$ cat src/design/ltgk_pkg.sv
// ----------------------------------------------------------------------------
// ltgk_pkg
// Shared types, fixed-point constants and helpers of the track kinematics block.
// ----------------------------------------------------------------------------
package ltgk_pkg;

  localparam int CordicSteps = 30;
  localparam int IterStages  = 32;

  localparam logic signed [35:0] Q30Pi     = 36'sd3373259426;
  localparam logic signed [35:0] Q30HalfPi = 36'sd1686629713;
  localparam logic signed [35:0] Q30TwoPi  = 36'sd6746518852;

  localparam logic signed [33:0] CordicGain = 34'sd652032874;
  localparam logic signed [31:0] SnpOne     = 32'sd1073741824;
  localparam logic [30:0]        PtMax      = 31'h7FFF_FFFF;
  localparam logic [31:0]        PtClampMag = 32'd128;
  localparam logic [32:0]        DivInitRem = 33'd64;
  localparam logic [63:0]        SqrtOneQ60 = 64'h1000_0000_0000_0000;
  localparam logic [63:0]        TglOneQ46  = 64'h0000_4000_0000_0000;

  localparam logic signed [31:0] AtanTab [CordicSteps] = '{
    32'sd843314856, 32'sd497837829, 32'sd263043836, 32'sd133525158, 32'sd67021686,
    32'sd33543515, 32'sd16775850, 32'sd8388437, 32'sd4194282, 32'sd2097149,
    32'sd1048575, 32'sd524287, 32'sd262143, 32'sd131071, 32'sd65535,
    32'sd32767, 32'sd16383, 32'sd8191, 32'sd4095, 32'sd2047,
    32'sd1023, 32'sd511, 32'sd255, 32'sd127, 32'sd63,
    32'sd31, 32'sd15, 32'sd7, 32'sd3, 32'sd1
  };

  typedef enum logic [1:0] {
    StOk     = 2'd0,
    StSat    = 2'd1,
    StZeroed = 2'd2
  } status_e;

  typedef struct packed {
    logic signed [31:0] x;
    logic signed [31:0] y;
    logic signed [31:0] z;
    logic signed [31:0] snp;
    logic signed [31:0] tgl;
    logic [31:0]        mag;
    logic signed [31:0] ang;
    logic               neg;
    logic               pt_clamp;
    logic               flag;
    logic               zero;
  } item_t;

  typedef struct packed {
    logic               ovf;
    logic signed [31:0] val;
  } sat_t;

  function automatic sat_t sat_s32(input logic signed [39:0] v);
    sat_t r;
    r.ovf = 1'b0;
    r.val = v[31:0];
    if (v > 40'sd2147483647) begin
      r.ovf = 1'b1;
      r.val = 32'sh7FFF_FFFF;
    end else if (v < -40'sd2147483648) begin
      r.ovf = 1'b1;
      r.val = 32'sh8000_0000;
    end
    return r;
  endfunction

endpackage

$ cat src/design/ltgk_front.sv
// ----------------------------------------------------------------------------
// ltgk_front
// Holds the mode register and classifies each incoming track item.
// ----------------------------------------------------------------------------
module ltgk_front import ltgk_pkg::*; (
  input  logic               clk_i,
  input  logic               rst_ni,
  input  logic               cfg_valid_i,
  output logic               cfg_ready_o,
  input  logic               cfg_data_i,
  input  logic signed [31:0] x_local_i,
  input  logic signed [31:0] y_local_i,
  input  logic signed [31:0] z_local_i,
  input  logic signed [31:0] sin_phi_local_i,
  input  logic signed [31:0] tan_lambda_i,
  input  logic signed [31:0] inv_pt_i,
  input  logic signed [30:0] frame_angle_i,
  output item_t              item_o
);

  logic zero_mode_q;

  logic signed [35:0] ang_raw, ang_wrap, ang_unw, ang_fold;
  logic               fold;
  logic [31:0]        mag;
  logic               snp_hi, snp_lo, pt_clamp;

  always_ff @(posedge clk_i or negedge rst_ni) begin
    if (!rst_ni) begin
      zero_mode_q <= 1'b0;
    end else if (cfg_valid_i) begin
      zero_mode_q <= cfg_data_i;
    end
  end

  assign cfg_ready_o = 1'b1;

  // The angle is wrapped once into [-pi, pi] and folded into [-pi/2, pi/2].
  always_comb begin
    ang_raw  = {{3{frame_angle_i[30]}}, frame_angle_i, 2'b00};
    ang_wrap = (ang_raw > Q30Pi) ? ang_raw - Q30TwoPi : ang_raw;
    ang_unw  = (ang_wrap < -Q30Pi) ? ang_wrap + Q30TwoPi : ang_wrap;
    fold     = 1'b0;
    ang_fold = ang_unw;
    if (ang_unw > Q30HalfPi) begin
      ang_fold = ang_unw - Q30Pi;
      fold     = 1'b1;
    end else if (ang_unw < -Q30HalfPi) begin
      ang_fold = ang_unw + Q30Pi;
      fold     = 1'b1;
    end
  end

  assign mag      = inv_pt_i[31] ? (~inv_pt_i + 32'd1) : inv_pt_i;
  assign snp_hi   = sin_phi_local_i > SnpOne;
  assign snp_lo   = sin_phi_local_i < -SnpOne;
  assign pt_clamp = mag <= PtClampMag;

  always_comb begin
    item_o.x        = x_local_i;
    item_o.y        = y_local_i;
    item_o.z        = z_local_i;
    item_o.snp      = snp_hi ? SnpOne : (snp_lo ? -SnpOne : sin_phi_local_i);
    item_o.tgl      = tan_lambda_i;
    item_o.mag      = mag;
    item_o.ang      = ang_fold[31:0];
    item_o.neg      = fold;
    item_o.pt_clamp = pt_clamp;
    item_o.flag     = snp_hi | snp_lo | pt_clamp;
    item_o.zero     = zero_mode_q && (x_local_i == 32'sd0);
  end

endmodule

$ cat config.mk
export PLATFORM = sky130hd
export DESIGN_NAME = ltgk_front
export DESIGN_NICKNAME = d
export VERILOG_FILES = /design/src/design/ltgk_pkg.sv /design/src/design/ltgk_front.sv
export SDC_FILE = /design/constraint.sdc
export NUM_CORES = 1
export LEC_CHECK = 0
export BUFFER_PORTS_ARGS = -buffer_cell sky130_fd_sc_hd__buf_2
export CAP_MARGIN = 20
export CORE_AREA = 2 2 175 177
export CTS_BUF_LIST = sky130_fd_sc_hd__clkbuf_8
export DETAILED_ROUTE_END_ITERATION = 6
export DIE_AREA = 0 0 177 179
export GPL_ROUTABILITY_DRIVEN = 1
export PLACE_DENSITY = 0.56
export SYNTH_ARGS = -nofsm -noshare
export SYNTH_HDL_FRONTEND = slang
export SYNTH_SLANG_ARGS = --single-unit
$ cat constraint.sdc
create_clock -name clk_i -period 9.3 [get_ports clk_i]
set_clock_uncertainty 0.05 [all_clocks]
set_input_delay 0.93 -clock clk_i [delete_from_list [all_inputs] [get_ports clk_i]]
set_output_delay 0.93 -clock clk_i [all_outputs]
set_load 0.1 [all_outputs]
== Word-level counts from Yosys, hierarchy flattened ==
Cells that the tools add are included.

* Flip-flop bits (word level): 1
* Latch bits: 0
* Bits in writable memories: 0
* Bits in read-only memories: 0
* Input port bits: 227
* Output and inout bits: 229
* Word-level logic and storage cells: 27
* Memories kept: 0

* Add/subtract/negate cells: 5
* Multiply operators: 0
* Divide/modulo/power cells: 0
* $lt $le $gt $ge: 7
* Equal/unequal tests: 0
* Shifts and indexed selects: 0
* Mux-type cells: 9
* Bitwise logic cells: 3
* Reduce and logical (&&, ||, !) cells: 2

{| class="wikitable"
|+ Operators by type and width
! operator !! count
|-
| 32-bit 2-to-1 mux || 5
|-
| 36-bit 2-to-1 mux || 2
|-
| 36-bit by 34-bit adder with 36-bit output (second input constant) || 1
|-
| 36-bit by 32-bit greater-than comparator with 1-bit output (second input constant) || 1
|-
| 36-bit by 32-bit less-than comparator with 1-bit output (second input constant) || 1
|-
| 36-bit by 33-bit less-than comparator with 1-bit output (second input constant) || 1
|-
| 33-bit by 34-bit subtractor with 35-bit output (second input constant) || 1
|-
| 33-bit greater-than comparator (second input constant) || 1
|-
| 32-bit by 1-bit adder with 32-bit output (second input constant) || 1
|-
| 32-bit by 31-bit adder with 32-bit output (second input constant) || 1
|-
| 32-bit greater-than comparator (second input constant) || 1
|-
| 32-bit by 8-bit less-or-equal comparator with 1-bit output (second input constant) || 1
|-
| 32-bit zero test || 1
|-
| 32-bit by 31-bit less-than comparator with 1-bit output (second input constant) || 1
|-
| 32-bit inverter || 1
|-
| 32-bit by 31-bit subtractor with 32-bit output (second input constant) || 1
|-
| 1-bit 2-to-1 mux || 2
|-
| 1-bit OR || 2
|-
| 1-bit logical AND || 1
|}

== Depth between registers and ports, before layout ==
* Word-level depth: 7
* Gate-level depth with buffers: 38
* Mapped depth without buffers: 31

== Least setup slack after synthesis ==
OpenSTA, ideal clock, no wires.

* Path type: input-to-output
* From: input frame_angle_i[0]
* To: output item_o[25] (netlist bit)
* Arrival time: 8.766 ns
* Data required time: 8.320 ns
* Setup slack: -0.446 ns
* Cell stages on the path: 35
* Buffers on the path: 5
* Cells stage by stage: clkbuf_1 o31ai_1 nand2b_1 a21oi_1 o21ai_0 a31oi_1 o21ai_0 a211o_1 a211o_1 a31oi_1 ha_1 buf_2 or4b_1 a21oi_1 nand3_1 or4_1 or3_4 o21ai_2 buf_4 nand2_1 buf_2 nor2_1 a21oi_1 ha_1 inv_1 a31o_2 nand3_1 a311oi_1 o211ai_1 a311oi_1 o21ai_2 buf_2 nor3_1 a21oi_1 xnor2_1

{| class="wikitable"
|+ RTL lines
! item !! line !! text
|-
| from (decl) || ltgk_front.sv:17 || <nowiki>input logic signed [30:0] frame_angle_i,</nowiki>
|-
| to (decl) || ltgk_front.sv:18 || <nowiki>output item_t item_o</nowiki>
|}

==> results.md <==
* Rel. slew slack at 28.82%
* FF+latch count, synth at 1
* Max Cap Viol at 0
* Slowest CP cell: or4_1
* Worst Hold Class: flip-flop to flip-flop
* Leakage at 3.477 nW
* Mapped Area at 6914 um2
* Post-route minimum period at 8779 ps
* Row count at 64
* Die Area at 31680 um2
* Chip Height at 179 um
* Overall Global Routing Usage at 15.82%
* Setup TNS at 0 ps
* Final period util at 94.40%
* Initial Util at between 20% and 30%
* Share of the synthesized area in the top cell type at 14.66%
* Cells after synthesis at between 1000 and 1500
* Worst-Margin Slew at approximately 1100 ps
* Clock slew at reported path FFs at 0 ps
* Post-layout net count at roughly 1400
* Leading area contributor after synthesis: buf_4
* DR vias at 8011
* Critical path launch point type: input pin
* IO Count at 456
* Most flops, register: zero_mode_q
* Pins over their slew limit at 0
* CP required at 8320 ps
* Vias per cell at 5.192
* Yosys warning total at 0
* Simple logic cell fraction of the synthesized area at approximately a third
* Die Span X at 177 um
* Synth Area in Compound Gates at 29.50%
* Synth cell types at 104
* CTS Hold Buffers Added at 0
* Register area at 25.02 um2
* Pin count of the biggest net entering global routing at 33
* Syn_area_per_cell at slightly below 7 um2
* Status: finished clean
* Drt total wl at 27100 um
* CP Class: input pin to primary output
* Largest register FFs at 1
* # fillers at 3326
* DP Wirelength at 23090 um
* Synthesized net count at 1259
* Synth Area in XOR/XNOR at ~15%
* Vias in the first global route at approximately 7400
* CORE AREA at about 30000 um2
* Synth area leaders: buf_4 (15%), xnor2_1 (11%), and2_1 (4.7%)
* Peak supply drop at ~170 uV
* Dominant synthesized flop cell: dfrtp_1
* Pwr Density at 258.0 nW/um2
* Post-route worst setup slack at 520.8 ps
* Place WS at 183.2 ps
* Routed len/inst at 17.56 um
* Clock latency on the worst-skew pair at 0 ps
* Critical Path Max Stage Delay at between 500 and 600 ps
* GRT overflow at 0
* Final hold vios at 0
* Critical Path AT at 7800 ps
* Mux cell area share after synthesis at 1.683%
* Layout cell share with drive strength beyond 1 at 34.73%
* Top Registers: zero_mode_q x1
* CP delay by family, top: compound AO/OA/AOI/OAI gates
* Number of synthesized flops with an enable pin at 0
* Footprint of the multi-input gates at 5821 um2
* Asr flop ratio synth at 100.0%
* Count of final setup violators at 0
* Buffers on Ports at 261
* RSZ-0062 raised after global routing: no
* Antenna-violating nets left at 0
* Endpoint type of the worst setup path: primary output
* Post-synthesis sequential area ratio at 0.3619%
* Largest fanout on the critical path at 9
* Drt pass-1 iters at 5
* Routability-driven placement congestion ratio at 0.9371
* Layout area overhead at 23.47%
* Design Power at 0.002202 W
* Buffers & Inverters on Critical Path at 3
* DRC violations left at 0
* Initial DRC Count at 590
* First-pass GRT wire length at 40740 um
* Largest family of logic cells by synthesized area: simple AND/OR/NAND/NOR gates
* Antenna violations before repair at 4
* Fmax at around 110 MHz
* Adder-cell area share of the yosys netlist at less than 1%
[cells by family after synthesis]
| kind of cell | after synthesis |
|---|---|
| and+or+nand+nor | 397 |
| AOI/OAI and AO/OA | 286 |
| buffers and inverters | 210 |
| xor gates and xnor gates | 115 |
| muxes | 11 |
| adders and majority gates | 5 |
| other | 2 |
| DFF | 1 |
[cell usage in the layout, fill, tap and decap left out, types with 7 or more instances in the layout]
master / count
nor2b_1: 7
or4_1: 12
nor3_1: 29
inv_1: 22
xor2_1: 19
a31oi_1: 14
nor2_1: 70
a21o_1: 8
a211oi_1: 8
or3_1: 14
o211ai_1: 12
xnor2_1: 62
o31ai_1: 11
nor4_1: 25
o21ai_1: 8
o21a_1: 8
and2_1: 52
a21oi_1: 58
buf_4: 44
nand2b_1: 14
nand3_1: 25
nand4_1: 15
buf_12: 31
buf_2: 231
xnor2_2: 29
and3_1: 20
nand2_1: 64
o21ai_0: 54
[per-layer routing]
| layer | vias up | track usage, % | wire length, um |
|---|---|---|---|
| li1 | 3881 | - | - |
| met1 | 3729 | 20.81 | 11740 |
| met2 | 330 | 27.89 | 13030 |
| met3 | 65 | 1.612 | 1710 |
| met4 | 6 | 3.237 | 589 |
| met5 | - | 0 | 29 |
[per-stage QoR]
stage / hold WS [ps] / utilization [%] / instance area [um2] / instances
after floorplan: 422.3 / - / 7117 / 1027
after global placement: 452.7 / 28.10 / 8437 / 1540
after detailed placement: 452.7 / 28.10 / 8437 / 1540
after CTS: 452.7 / 28.10 / 8437 / 1540
after global routing: 461.2 / 28.43 / 8537 / 1543
final: 449.7 / 28.43 / 8537 / 1543
[timing repair]
item | in CTS | in global routing
endpoints found under the setup margin | 0 | 32
setup buffers | 0 | 2
gates resized for setup | 0 | 18
[layout make-up]
type                            instances  share of cell area (%)
Antenna cell                            1                 0.02931
Inverter                               23                   1.011
Multi-Input combinational cell        816                   68.18
Sequential cell                         1                  0.2931
Tap cell                              396                   5.804
Timing Repair Buffer                  306                   24.68
[synthesized netlist by cell type, types with 7 or more instances]
cell type,n
nor3_1,29
o21ai_0,55
o21ai_1,7
nor4_1,25
and3_1,20
nand2b_1,14
a21oi_1,60
nor2_1,70
nor2b_1,7
a311oi_1,8
xor2_1,22
o211ai_1,12
a31oi_1,14
clkbuf_1,22
o31ai_1,13
buf_2,22
nand2_1,65
and2_1,52
a21o_1,8
inv_1,22
nand4_1,15
nand3_1,26
or3_1,14
a211oi_1,9
o21a_1,9
xnor2_1,90
buf_4,135
or4_1,12
[path summary, 6_finish.rpt]
| kind | from | end | slack, ps | cells past startpoint |
|---|---|---|---|---|
| setup / recovery | frame_angle_i[1] | item_o[33] | 520 | 27 |
| hold / removal | zero_mode_q$_DFFE_PN0P_ | zero_mode_q$_DFFE_PN0P_ | 450 | 1 |
| setup reg to reg | zero_mode_q$_DFFE_PN0P_ | zero_mode_q$_DFFE_PN0P_ | 8520 | 1 |
| hold reg to reg | zero_mode_q$_DFFE_PN0P_ | zero_mode_q$_DFFE_PN0P_ | 450 | 1 |
| max in group asynchronous | rst_ni | zero_mode_q$_DFFE_PN0P_ | 8460 | 1 |
| min in group asynchronous | rst_ni | zero_mode_q$_DFFE_PN0P_ | 660 | 1 |
[power by group]
group                 total, W     internal [W]  switching (W)
registers           0.00000508       0.00000487    0.000000210
clock network  0.0000000000144  0.0000000000144              0
logic                  0.00220         0.000716        0.00148
Note: power is estimated with default switching activity, not from simulation.
