<file path="config.mk">
export PLATFORM = sky130hd
export DESIGN_NAME = ltgk_queue
export DESIGN_NICKNAME = d
export VERILOG_FILES = /design/src/design/ltgk_pkg.sv /design/src/design/ltgk_queue.sv
export SDC_FILE = /design/constraint.sdc
export NUM_CORES = 1
export LEC_CHECK = 0
export BUFFER_PORTS_ARGS = -buffer_cell sky130_fd_sc_hd__clkbuf_2
export CORE_UTILIZATION = 57
export DETAILED_ROUTE_END_ITERATION = 6
export PLACE_DENSITY = 0.79
export SLEW_MARGIN = 20
export SYNTH_ARGS = -nofsm -noshare
export SYNTH_HDL_FRONTEND = slang
export SYNTH_SLANG_ARGS = --single-unit
</file>
<file path="constraint.sdc">
create_clock -name clk_i -period 13.84 [get_ports clk_i]
set_input_delay 0.692 -clock clk_i [delete_from_list [all_inputs] [get_ports clk_i]]
set_output_delay 0.692 -clock clk_i [all_outputs]
set_load 0.05 [all_outputs]
</file>
<file path="src/design/ltgk_pkg.sv">
// ----------------------------------------------------------------------------
// ltgk_pkg
// Shared types, fixed-point constants and helpers of the track kinematics block.
// ----------------------------------------------------------------------------
package ltgk_pkg;

  localparam int CordicSteps = 30;
  localparam int IterStages  = 32;

  localparam logic signed [35:0] Q30Pi     = 36'sd3373259426;
  localparam logic signed [35:0] Q30HalfPi = 36'sd1686629713;
  localparam logic signed [35:0] Q30TwoPi  = 36'sd6746518852;

  localparam logic signed [33:0] CordicGain = 34'sd652032874;
  localparam logic signed [31:0] SnpOne     = 32'sd1073741824;
  localparam logic [30:0]        PtMax      = 31'h7FFF_FFFF;
  localparam logic [31:0]        PtClampMag = 32'd128;
  localparam logic [32:0]        DivInitRem = 33'd64;
  localparam logic [63:0]        SqrtOneQ60 = 64'h1000_0000_0000_0000;
  localparam logic [63:0]        TglOneQ46  = 64'h0000_4000_0000_0000;

  localparam logic signed [31:0] AtanTab [CordicSteps] = '{
    32'sd843314856, 32'sd497837829, 32'sd263043836, 32'sd133525158, 32'sd67021686,
    32'sd33543515, 32'sd16775850, 32'sd8388437, 32'sd4194282, 32'sd2097149,
    32'sd1048575, 32'sd524287, 32'sd262143, 32'sd131071, 32'sd65535,
    32'sd32767, 32'sd16383, 32'sd8191, 32'sd4095, 32'sd2047,
    32'sd1023, 32'sd511, 32'sd255, 32'sd127, 32'sd63,
    32'sd31, 32'sd15, 32'sd7, 32'sd3, 32'sd1
  };

  typedef enum logic [1:0] {
    StOk     = 2'd0,
    StSat    = 2'd1,
    StZeroed = 2'd2
  } status_e;

  typedef struct packed {
    logic signed [31:0] x;
    logic signed [31:0] y;
    logic signed [31:0] z;
    logic signed [31:0] snp;
    logic signed [31:0] tgl;
    logic [31:0]        mag;
    logic signed [31:0] ang;
    logic               neg;
    logic               pt_clamp;
    logic               flag;
    logic               zero;
  } item_t;

  typedef struct packed {
    logic               ovf;
    logic signed [31:0] val;
  } sat_t;

  function automatic sat_t sat_s32(input logic signed [39:0] v);
    sat_t r;
    r.ovf = 1'b0;
    r.val = v[31:0];
    if (v > 40'sd2147483647) begin
      r.ovf = 1'b1;
      r.val = 32'sh7FFF_FFFF;
    end else if (v < -40'sd2147483648) begin
      r.ovf = 1'b1;
      r.val = 32'sh8000_0000;
    end
    return r;
  endfunction

endpackage

</file>
<file path="src/design/ltgk_queue.sv">
// ----------------------------------------------------------------------------
// ltgk_queue
// Short first-in first-out buffer between the classifier and the datapath.
// ----------------------------------------------------------------------------
module ltgk_queue import ltgk_pkg::*; #(
  parameter int Depth = 4
) (
  input  logic  clk_i,
  input  logic  rst_ni,
  input  logic  push_i,
  input  item_t item_i,
  output logic  full_o,
  input  logic  pop_i,
  output logic  empty_o,
  output item_t item_o
);

  localparam int PtrW = (Depth > 1) ? $clog2(Depth) : 1;
  localparam int CntW = $clog2(Depth + 1);

  item_t           mem_q [Depth];
  logic [PtrW-1:0] wr_q, rd_q;
  logic [CntW-1:0] cnt_q;
  logic            do_push, do_pop;

  assign full_o  = cnt_q == CntW'(Depth);
  assign empty_o = cnt_q == '0;
  assign do_push = push_i && !full_o;
  assign do_pop  = pop_i && !empty_o;
  assign item_o  = mem_q[rd_q];

  always_ff @(posedge clk_i or negedge rst_ni) begin
    if (!rst_ni) begin
      wr_q  <= '0;
      rd_q  <= '0;
      cnt_q <= '0;
    end else begin
      if (do_push) begin
        wr_q <= (wr_q == PtrW'(Depth - 1)) ? '0 : wr_q + 1'b1;
      end
      if (do_pop) begin
        rd_q <= (rd_q == PtrW'(Depth - 1)) ? '0 : rd_q + 1'b1;
      end
      if (do_push && !do_pop) begin
        cnt_q <= cnt_q + 1'b1;
      end else if (do_pop && !do_push) begin
        cnt_q <= cnt_q - 1'b1;
      end
    end
  end

  always_ff @(posedge clk_i) begin
    if (do_push) begin
      mem_q[wr_q] <= item_i;
    end
  end

endmodule

</file>
# --- Word level (Yosys, flattened, before mapping) ---
# Memories as Yosys holds them, arrays and structs flattened.
# Cells that the tools add are included.
word_totals:
  reg_bits: 7
  mem_bits_rw: 912
  input_bits: 232
  output_inout_bits: 230
  word_cells: 27
  mem_count: 1
mem_list:
  columns: ["name", "depth", "width", "rd", "rd_ports_with_merged_regs", "wr", "line_no", "rtl"]
  rows:
  - ["mem_q", 4, 228, 1, 0, 1, "ltgk_queue.sv:21", "item_t mem_q [Depth];"]
classes:
  n_addsub: 4
  n_eq_ne: 3
  mux: 6
  reduce_logical: 10
op_table:
  columns: ["operator", "count"]
  rows:
  - ["$mux W3", 2]
  - ["$add A2 B1 Y2 const B", 2]
  - ["$eq A2 B2 Y1 const B", 2]
  - ["$logic_and A1 B1 Y1", 4]
  - ["$logic_not A1 Y1", 4]
  - ["$mux W2", 2]
  - ["$add A3 B1 Y3 const B", 1]
  - ["$eq A3 B3 Y1 const B", 1]
  - ["$logic_not A3 Y1", 1]
  - ["$sub A3 B1 Y3 const B", 1]
  - ["$mux W1", 2]
  - ["$reduce_bool A2 Y1", 1]

# --- Logic depth before layout (Yosys ltp) ---
# Gate-level depths: netlist of run 1.
depth:
  ltp_word: 7
  mapped_depth: 8
  mapped_depth_nobuf: 8

# --- Least setup slack after synthesis of run 1 ---
# No wires, ideal clock.
synth_path:
  kind: "input to register"
  startpoint: "input push_i"
  endpoint: "memory mem_q[3][0] (netlist name), enable pin"
  setup_ps: 826
  t_arrival_ps: 10282
  t_required_ps: 13014
  setup_slack_ps: 2732
  stages: 2
  path_buffers: 0
  path_cell_list: "nand2_1 nor2_1"
synth_between:
  elab_chain_cells: 3
synth_rtl:
  columns: ["element", "line_no", "rtl"]
  rows:
  - ["start: declaration", "ltgk_queue.sv:10", "input logic push_i,"]
  - ["$logic_and A1 B1 Y1", "ltgk_queue.sv:28", "assign do_push = push_i && !full_o;"]
  - ["$mux W1", "ltgk_queue.sv:53", "if (do_push) begin"]
  - ["$mux W1 (not written as such)", "ltgk_queue.sv:54", "mem_q[wr_q] <= item_i;"]
  - ["end: declaration", "ltgk_queue.sv:21", null]
# No other way between the ends.

==> reports/results.ini, run 1 <==
[run_status]
outcome = complete, no violations

[yosys]
synth.top_cells.by_area = edfxtp_1 (82%), mux4_2 (15%), buf_12 (0.72%)
synth_seq_area_share_pct = 82.3
synth_area_um2 = 33500
synth_cell_types = 24
synthCells = 1228
synth_top_area_cell = edfxtp_1
syn-mean-instance-area_um2 = 27.3
synth_top_area_share_pct = 81.8
synth_common_cells = edfxtp_1 (912), mux4_2 (228), buf_2 (23)
synth_edf_count = 912
synthFlopType = edfxtp_1
synth_nets = 1467
ys_async_sr_fraction_pct = 0.762
ys_ff_latch = 919
yosysMostFrequentCell = edfxtp_1
yosysWarnings = 0

[setup_path]
crit_fanout = 67
worst_ep_arrival_time_ns = 4.11
r2r_setup_slack_ns = 9.89
worstSetupStartpointType = flop
rr_worst_depth = 5
worstSetupEndpointType = output pin
r2r_start = cnt_q[2]$_DFFE_PN0P_
path_class = flop to output pin
r2r-end = mem_q[2][127]$_DFFE_PP_
critPathRequiredTime_ns = 13.15

[placement]
place_congestion = 0.768
placed_cell_area_um2 = 36400
post-dp-hpwl_mm = 40.0
dpl_worst_slack_ns = 9.37
dp.cells = 2422
portBuffers = 461

[min_path]
hold_start = item_i[205]
min_path_cells = 1
hold_class = input pin to flop
min_to = mem_q[1][205]$_DFFE_PP_

[global_route]
grt_use_total_pct = 22.3
grt_pass1_wl_mm = 97.4
grt-ovfl-total = 0
grt_pass1_vias = 16000
grt_max_degree = 92
grt_antenna_before_repair = 17

[detailed_routing]
num_vias = 15000
viasPerCell = 5.79
firstDrtPassIters = 5
wl_per_cell_um = 25.7
wl_mm = 66.4
route.detailed.drc = 0
drt_first_iter_violations = 1061
ant_nets = 0

[power]
switching_power_w = 0.00385
peakVddDrop_mv = 0.260
p_per_area_nw_per_um2 = 253
p_seq_share_pct = 39.1
p_leak_nw = 13.4
combinationalPowerShare_pct = 37.4
clock_power_share_pct = 23.5
switching_share_pct = 38.8
p_int_w = 0.00607

[timing]
max_freq_ghz = 0.208
min_period_ns = 4.80
hold_viol = 0
tightest_slew_ns = 1.11
setup_tns_ns = 0
setup_violations = 0
rsz0062_at_grt = false
relSlewSlack_pct = 25.8
min_period_over_period_pct = 34.7
layout_setup_ws_ns = 9.04
drv_slew = 0
skew_ns = 0.0185

[finish]
stdcell_count = 2584
finalNetCount = 1986
multi_input_area_um2 = 5400
drive_gt1_share_pct = 46.4
seq_area_um2 = 27600
n_fill_cell = 3530
fin_area_um2 = 39200
fin_util_pct = 67.8
synthToLayoutAreaGrowth_pct = 17.2

[clock_network]
cts_root_buf = clkbuf_16
clock_sinks = 919
cts_tree = built
clock_latency_ns = 0.61
cts_buffers = 87
cts.htree.levels = 3
cts_buffer_depth = 3
post_cts_buffers = 0
clkTransAtPathRegs_ns = 0.06

[floorplan]
initial_core_util_pct = 57.8
coreArea_um2 = 57900
die_h_um = 244
io_pins = 462
rows = 88
die_x_um = 244
die-area_um2 = 59700

[run]
drv_cap = 0

[power groups by stage]
stage	logic, W	clock network [W]	registers, W
after floorplan	0.00305	0	0.00396
after global placement	0.00371	0	0.00390
after detailed placement	0.00373	0	0.00394
after CTS	0.00375	0.00237	0.00389
after global routing	0.00386	0.00246	0.00393
final	0.00371	0.00233	0.00388
[placed cells by master, fill, tap and decap left out, types with 2 or more instances in the layout]
| master | Yosys | final |
|---|---|---|
| clkinv_2 | 0 | 10 |
| clkbuf_1 | 2 | 15 |
| dfrtp_1 | 7 | 5 |
| mux4_2 | 228 | 228 |
| inv_6 | 0 | 4 |
| diode_2 | 0 | 6 |
| clkbuf_2 | 0 | 461 |
| nor3_1 | 2 | 2 |
| buf_4 | 2 | 17 |
| inv_1 | 3 | 3 |
| bufinv_16 | 0 | 10 |
| inv_16 | 0 | 2 |
| and2_4 | 0 | 3 |
| clkinvlp_4 | 0 | 5 |
| xor2_1 | 2 | 2 |
| dfrtp_4 | 0 | 2 |
| clkbuf_16 | 0 | 88 |
| mux2_2 | 4 | 4 |
| clkinv_1 | 0 | 19 |
| edfxtp_1 | 912 | 912 |
| nor2_1 | 3 | 2 |
| ha_1 | 6 | 6 |
[how the worst max path moves through the flow]
stage / start / end / slack (ns) / depth (start not counted)
after detailed placement: rd_q[0]$_DFFE_PN0P_ / item_o[95] / 9.37 / 4
after global routing: rd_q[0]$_DFFE_PN0P_ / item_o[121] / 8.77 / 4
after floorplan: push_i / mem_q[3][0]$_DFFE_PP_ / 2.73 / 2
after global placement: rd_q[0]$_DFFE_PN0P_ / item_o[163] / 9.33 / 4
after CTS: rd_q[0]$_DFFE_PN0P_ / item_o[105] / 8.70 / 4
final: rd_q[1]$_DFFE_PN0P_ / item_o[95] / 9.04 / 4
[cell families (layout without fill, tap and decap cells)]
group           count (synthesis)  after routing  synth area share [%]
compound gates                  2              2                0.0598
xor+xnor                        3              3                0.0785
fa+ha+maj                       7              7                 0.284
buf+inv                        54            639                  1.64
flops                         919            919                  82.3
mux                           232            232                  15.5
other cells                     0              6                     0
simple gates                   11             11                 0.187
[metal layers]
| metal | track usage [%] | up-vias | part of all wire (%) |
|---|---|---|---|
| met5 | 0 | - | 0.21 |
| met4 | 7.52 | 20 | 2.5 |
| met3 | 6.86 | 122 | 9.3 |
| met2 | 37.9 | 611 | 53 |
| met1 | 27.3 | 7790 | 35 |
| li1 | - | 6414 | - |
[per-stage QoR]
| step | hold slack [ns] | power [W] |
|---|---|---|
| floorplan | 0.396 | 0.00700 |
| global placement | 0.516 | 0.00762 |
| detailed placement | 0.534 | 0.00767 |
| CTS | 0.241 | 0.0100 |
| global route | 0.254 | 0.0102 |
| finish | 0.286 | 0.00992 |
[cell type report]
cell class	count	area share [%]
tap	765	2.44
inverter	3	0.0287
timing repair buffer	481	6.31
multi-input combinational	255	13.8
clock inverter	52	1.43
sequential	919	70.2
clock buffer	103	5.75
antenna	6	0.0383
[registers in the layout (all words and copies together), names as in the netlist]
signal,flops
wr_q,2
rd_q,2
cnt_q,3
mem_q,912
[what timing repair did]
| action | in CTS | in global routing |
|---|---|---|
| hold endpoints to repair | 7 | 0 |
| gates resized for setup | 0 | 0 |
| hold buffers | 1 | 0 |
[worst max-delay path, stage by stage, from the launching register on]
cell and delay [ns]:
dfrtp_4 1.09, buf_4 0.82, buf_4 0.76, mux4_2 0.43, clkbuf_2 0.26
No activity file was read; power rests on OpenSTA's default activity.
==> inputs of run 2 (changes only) <==
Clock period 13.84 ns to 5 ns, I/O delays scaled along.
==> reports/results.ini, run 2 (same netlist as run 1, synthesis figures left out) <==
[run_status]
outcome = complete, no violations

[placement]
dpl_worst_slack_ns = 2.19
dp.cells = 2429
portBuffers = 461
placed_cell_area_um2 = 36600
place_congestion = 0.773
post-dp-hpwl_mm = 40.2

[clock_network]
cts_buffers = 87
cts_root_buf = clkbuf_16
cts_resized = 0
cts_tree = built
post_cts_buffers = 0
clock_latency_ns = 0.62
clkTransAtPathRegs_ns = 0.06
clock_sinks = 919
cts_buffer_depth = 3
cts.htree.levels = 3

[setup_path]
crit_buf_inv = 2
cpPeakStageDelay_ns = 0.90
worst_ep_arrival_time_ns = 2.94
critPathSlowestCell = dfrtp_4
critical-path-top-delay-family = flip-flops
crit_fanout = 89
worstSetupEndpointType = output pin
critPathRequiredTime_ns = 4.75
path_cells = buf_12 > mux4_2 > clkbuf_2
path_class = flop to output pin
worstSetupStartpointType = flop

[power]
peakVddDrop_mv = 0.626
p_per_area_nw_per_um2 = 672
switching_share_pct = 39.4
p_seq_share_pct = 38.2
switching_power_w = 0.0110
combinationalPowerShare_pct = 38.6
p_leak_nw = 14.4
p_int_w = 0.0170
clock_power_share_pct = 23.1

[floorplan]
die-area_um2 = 59700
coreArea_um2 = 57900
rows = 88
die_x_um = 244
initial_core_util_pct = 57.8
io_pins = 462
die_h_um = 244

[finish]
drive_gt1_share_pct = 41.2
regMostFlops = mem_q
top_regs = mem_q x912, cnt_q x3
mostFrequentLayoutCells = edfxtp_1 (912), clkbuf_2 (461), dlygate4sd3_1 (231)
final_common_cell = edfxtp_1
finalNetCount = 2224
stdcell_count = 2812
fin_area_um2 = 41700
synthToLayoutAreaGrowth_pct = 24.5
largest_register_ff_count = 912

[timing]
skew_ns = 0.0238
relSlewSlack_pct = 36.2
drv_slew = 0
tightest_slew_ns = 0.957
layout_setup_ws_ns = 1.81
min_period_over_period_pct = 63.8
setup_violations = 0
hold_viol = 0
max_freq_ghz = 0.314
min_period_ns = 3.19
setup_tns_ns = 0
rsz0062_at_grt = false

[min_path]
hold_class = input pin to flop

[global_route]
grt_antenna_before_repair = 6
grt_use_total_pct = 25.9
grt_max_degree = 123
grt-ovfl-total = 0
grt_pass1_vias = 17800
grt_pass1_wl_mm = 112

[detailed_routing]
drt_first_iter_violations = 1365
wl_mm = 76.9
num_vias = 16500
viasPerCell = 5.88
firstDrtPassIters = 5
route.detailed.drc = 0
wl_per_cell_um = 27.4
ant_nets = 0

[run]
drv_cap = 0

-- run 2: worst paths after layout --
| kind | slack, ns | cells past startpoint | start | endpoint |
|---|---|---|---|---|
| hold / removal | 0.20 | 3 | push_i | wr_q[1]$_DFFE_PN0P_ |
| setup reg to reg | 2.18 | 4 | cnt_q[2]$_DFFE_PN0P_ | mem_q[2][97]$_DFFE_PP_ |
| min in group asynchronous | 0.65 | 3 | rst_ni | wr_q[0]$_DFFE_PN0P_ |
| hold reg to reg | 0.56 | 1 | cnt_q[2]$_DFFE_PN0P_ | cnt_q[2]$_DFFE_PN0P_ |
| setup / recovery | 1.81 | 3 | rd_q[1]$_DFFE_PN0P_ | item_o[37] |
| max in group asynchronous | 4.07 | 3 | rst_ni | rd_q[0]$_DFFE_PN0P_ |
-- run 2: power by group through the flow --
stage	Combinational (W)	Clock, W	Sequential [W]
after floorplan	0.00844	0	0.0107
after global placement	0.0104	0	0.0107
after detailed placement	0.0105	0	0.0109
after CTS	0.0107	0.00652	0.0108
after global routing	0.0112	0.00685	0.0108
final	0.0108	0.00648	0.0107
-- run 2: cell type report --
class	count	area [µm²]
diodes	2	5.00
clock buffers	109	2280
clock inverters	40	480
fillers	3184	16200
inverters	3	11.3
multi-input cells	255	5400
flip-flops and latches	919	27600
well taps	765	957
repair buffers	719	5000
-- run 2: repair_timing --
action | 4_1_cts | 5_1_grt
hold buffers | 231 | 0
endpoints found under the setup margin | 0 | 0
endpoints found under the hold margin | 921 | 0
-- run 2: per-layer routing --
layer / vias to the layer above / part of all wire, % / GRT usage, % / wire [µm]
met1: 8509 / 35 / 31.8 / 26600
met4: 8 / 3.2 / 9.45 / 2480
met5: - / 0.070 / 0 / 54
met3: 164 / 8.8 / 6.07 / 6800
li1: 6876 / - / - / -
met2: 990 / 53 / 45.2 / 41000
-- run 2: metrics by stage --
step	utilization, %	hold slack, ns	power, W
after floorplan	-	-0.0456	0.0191
after global placement	63.2	0.0920	0.0212
after detailed placement	63.2	0.0962	0.0214
after CTS	72.0	0.161	0.0280
after global routing	72.0	0.209	0.0289
final	72.0	0.196	0.0280
-- run 2: tightest hold or removal path: stages --
cell	delay [ns]
clkbuf_2	0.09
nor2b_1	0.20
mux2_2	0.25
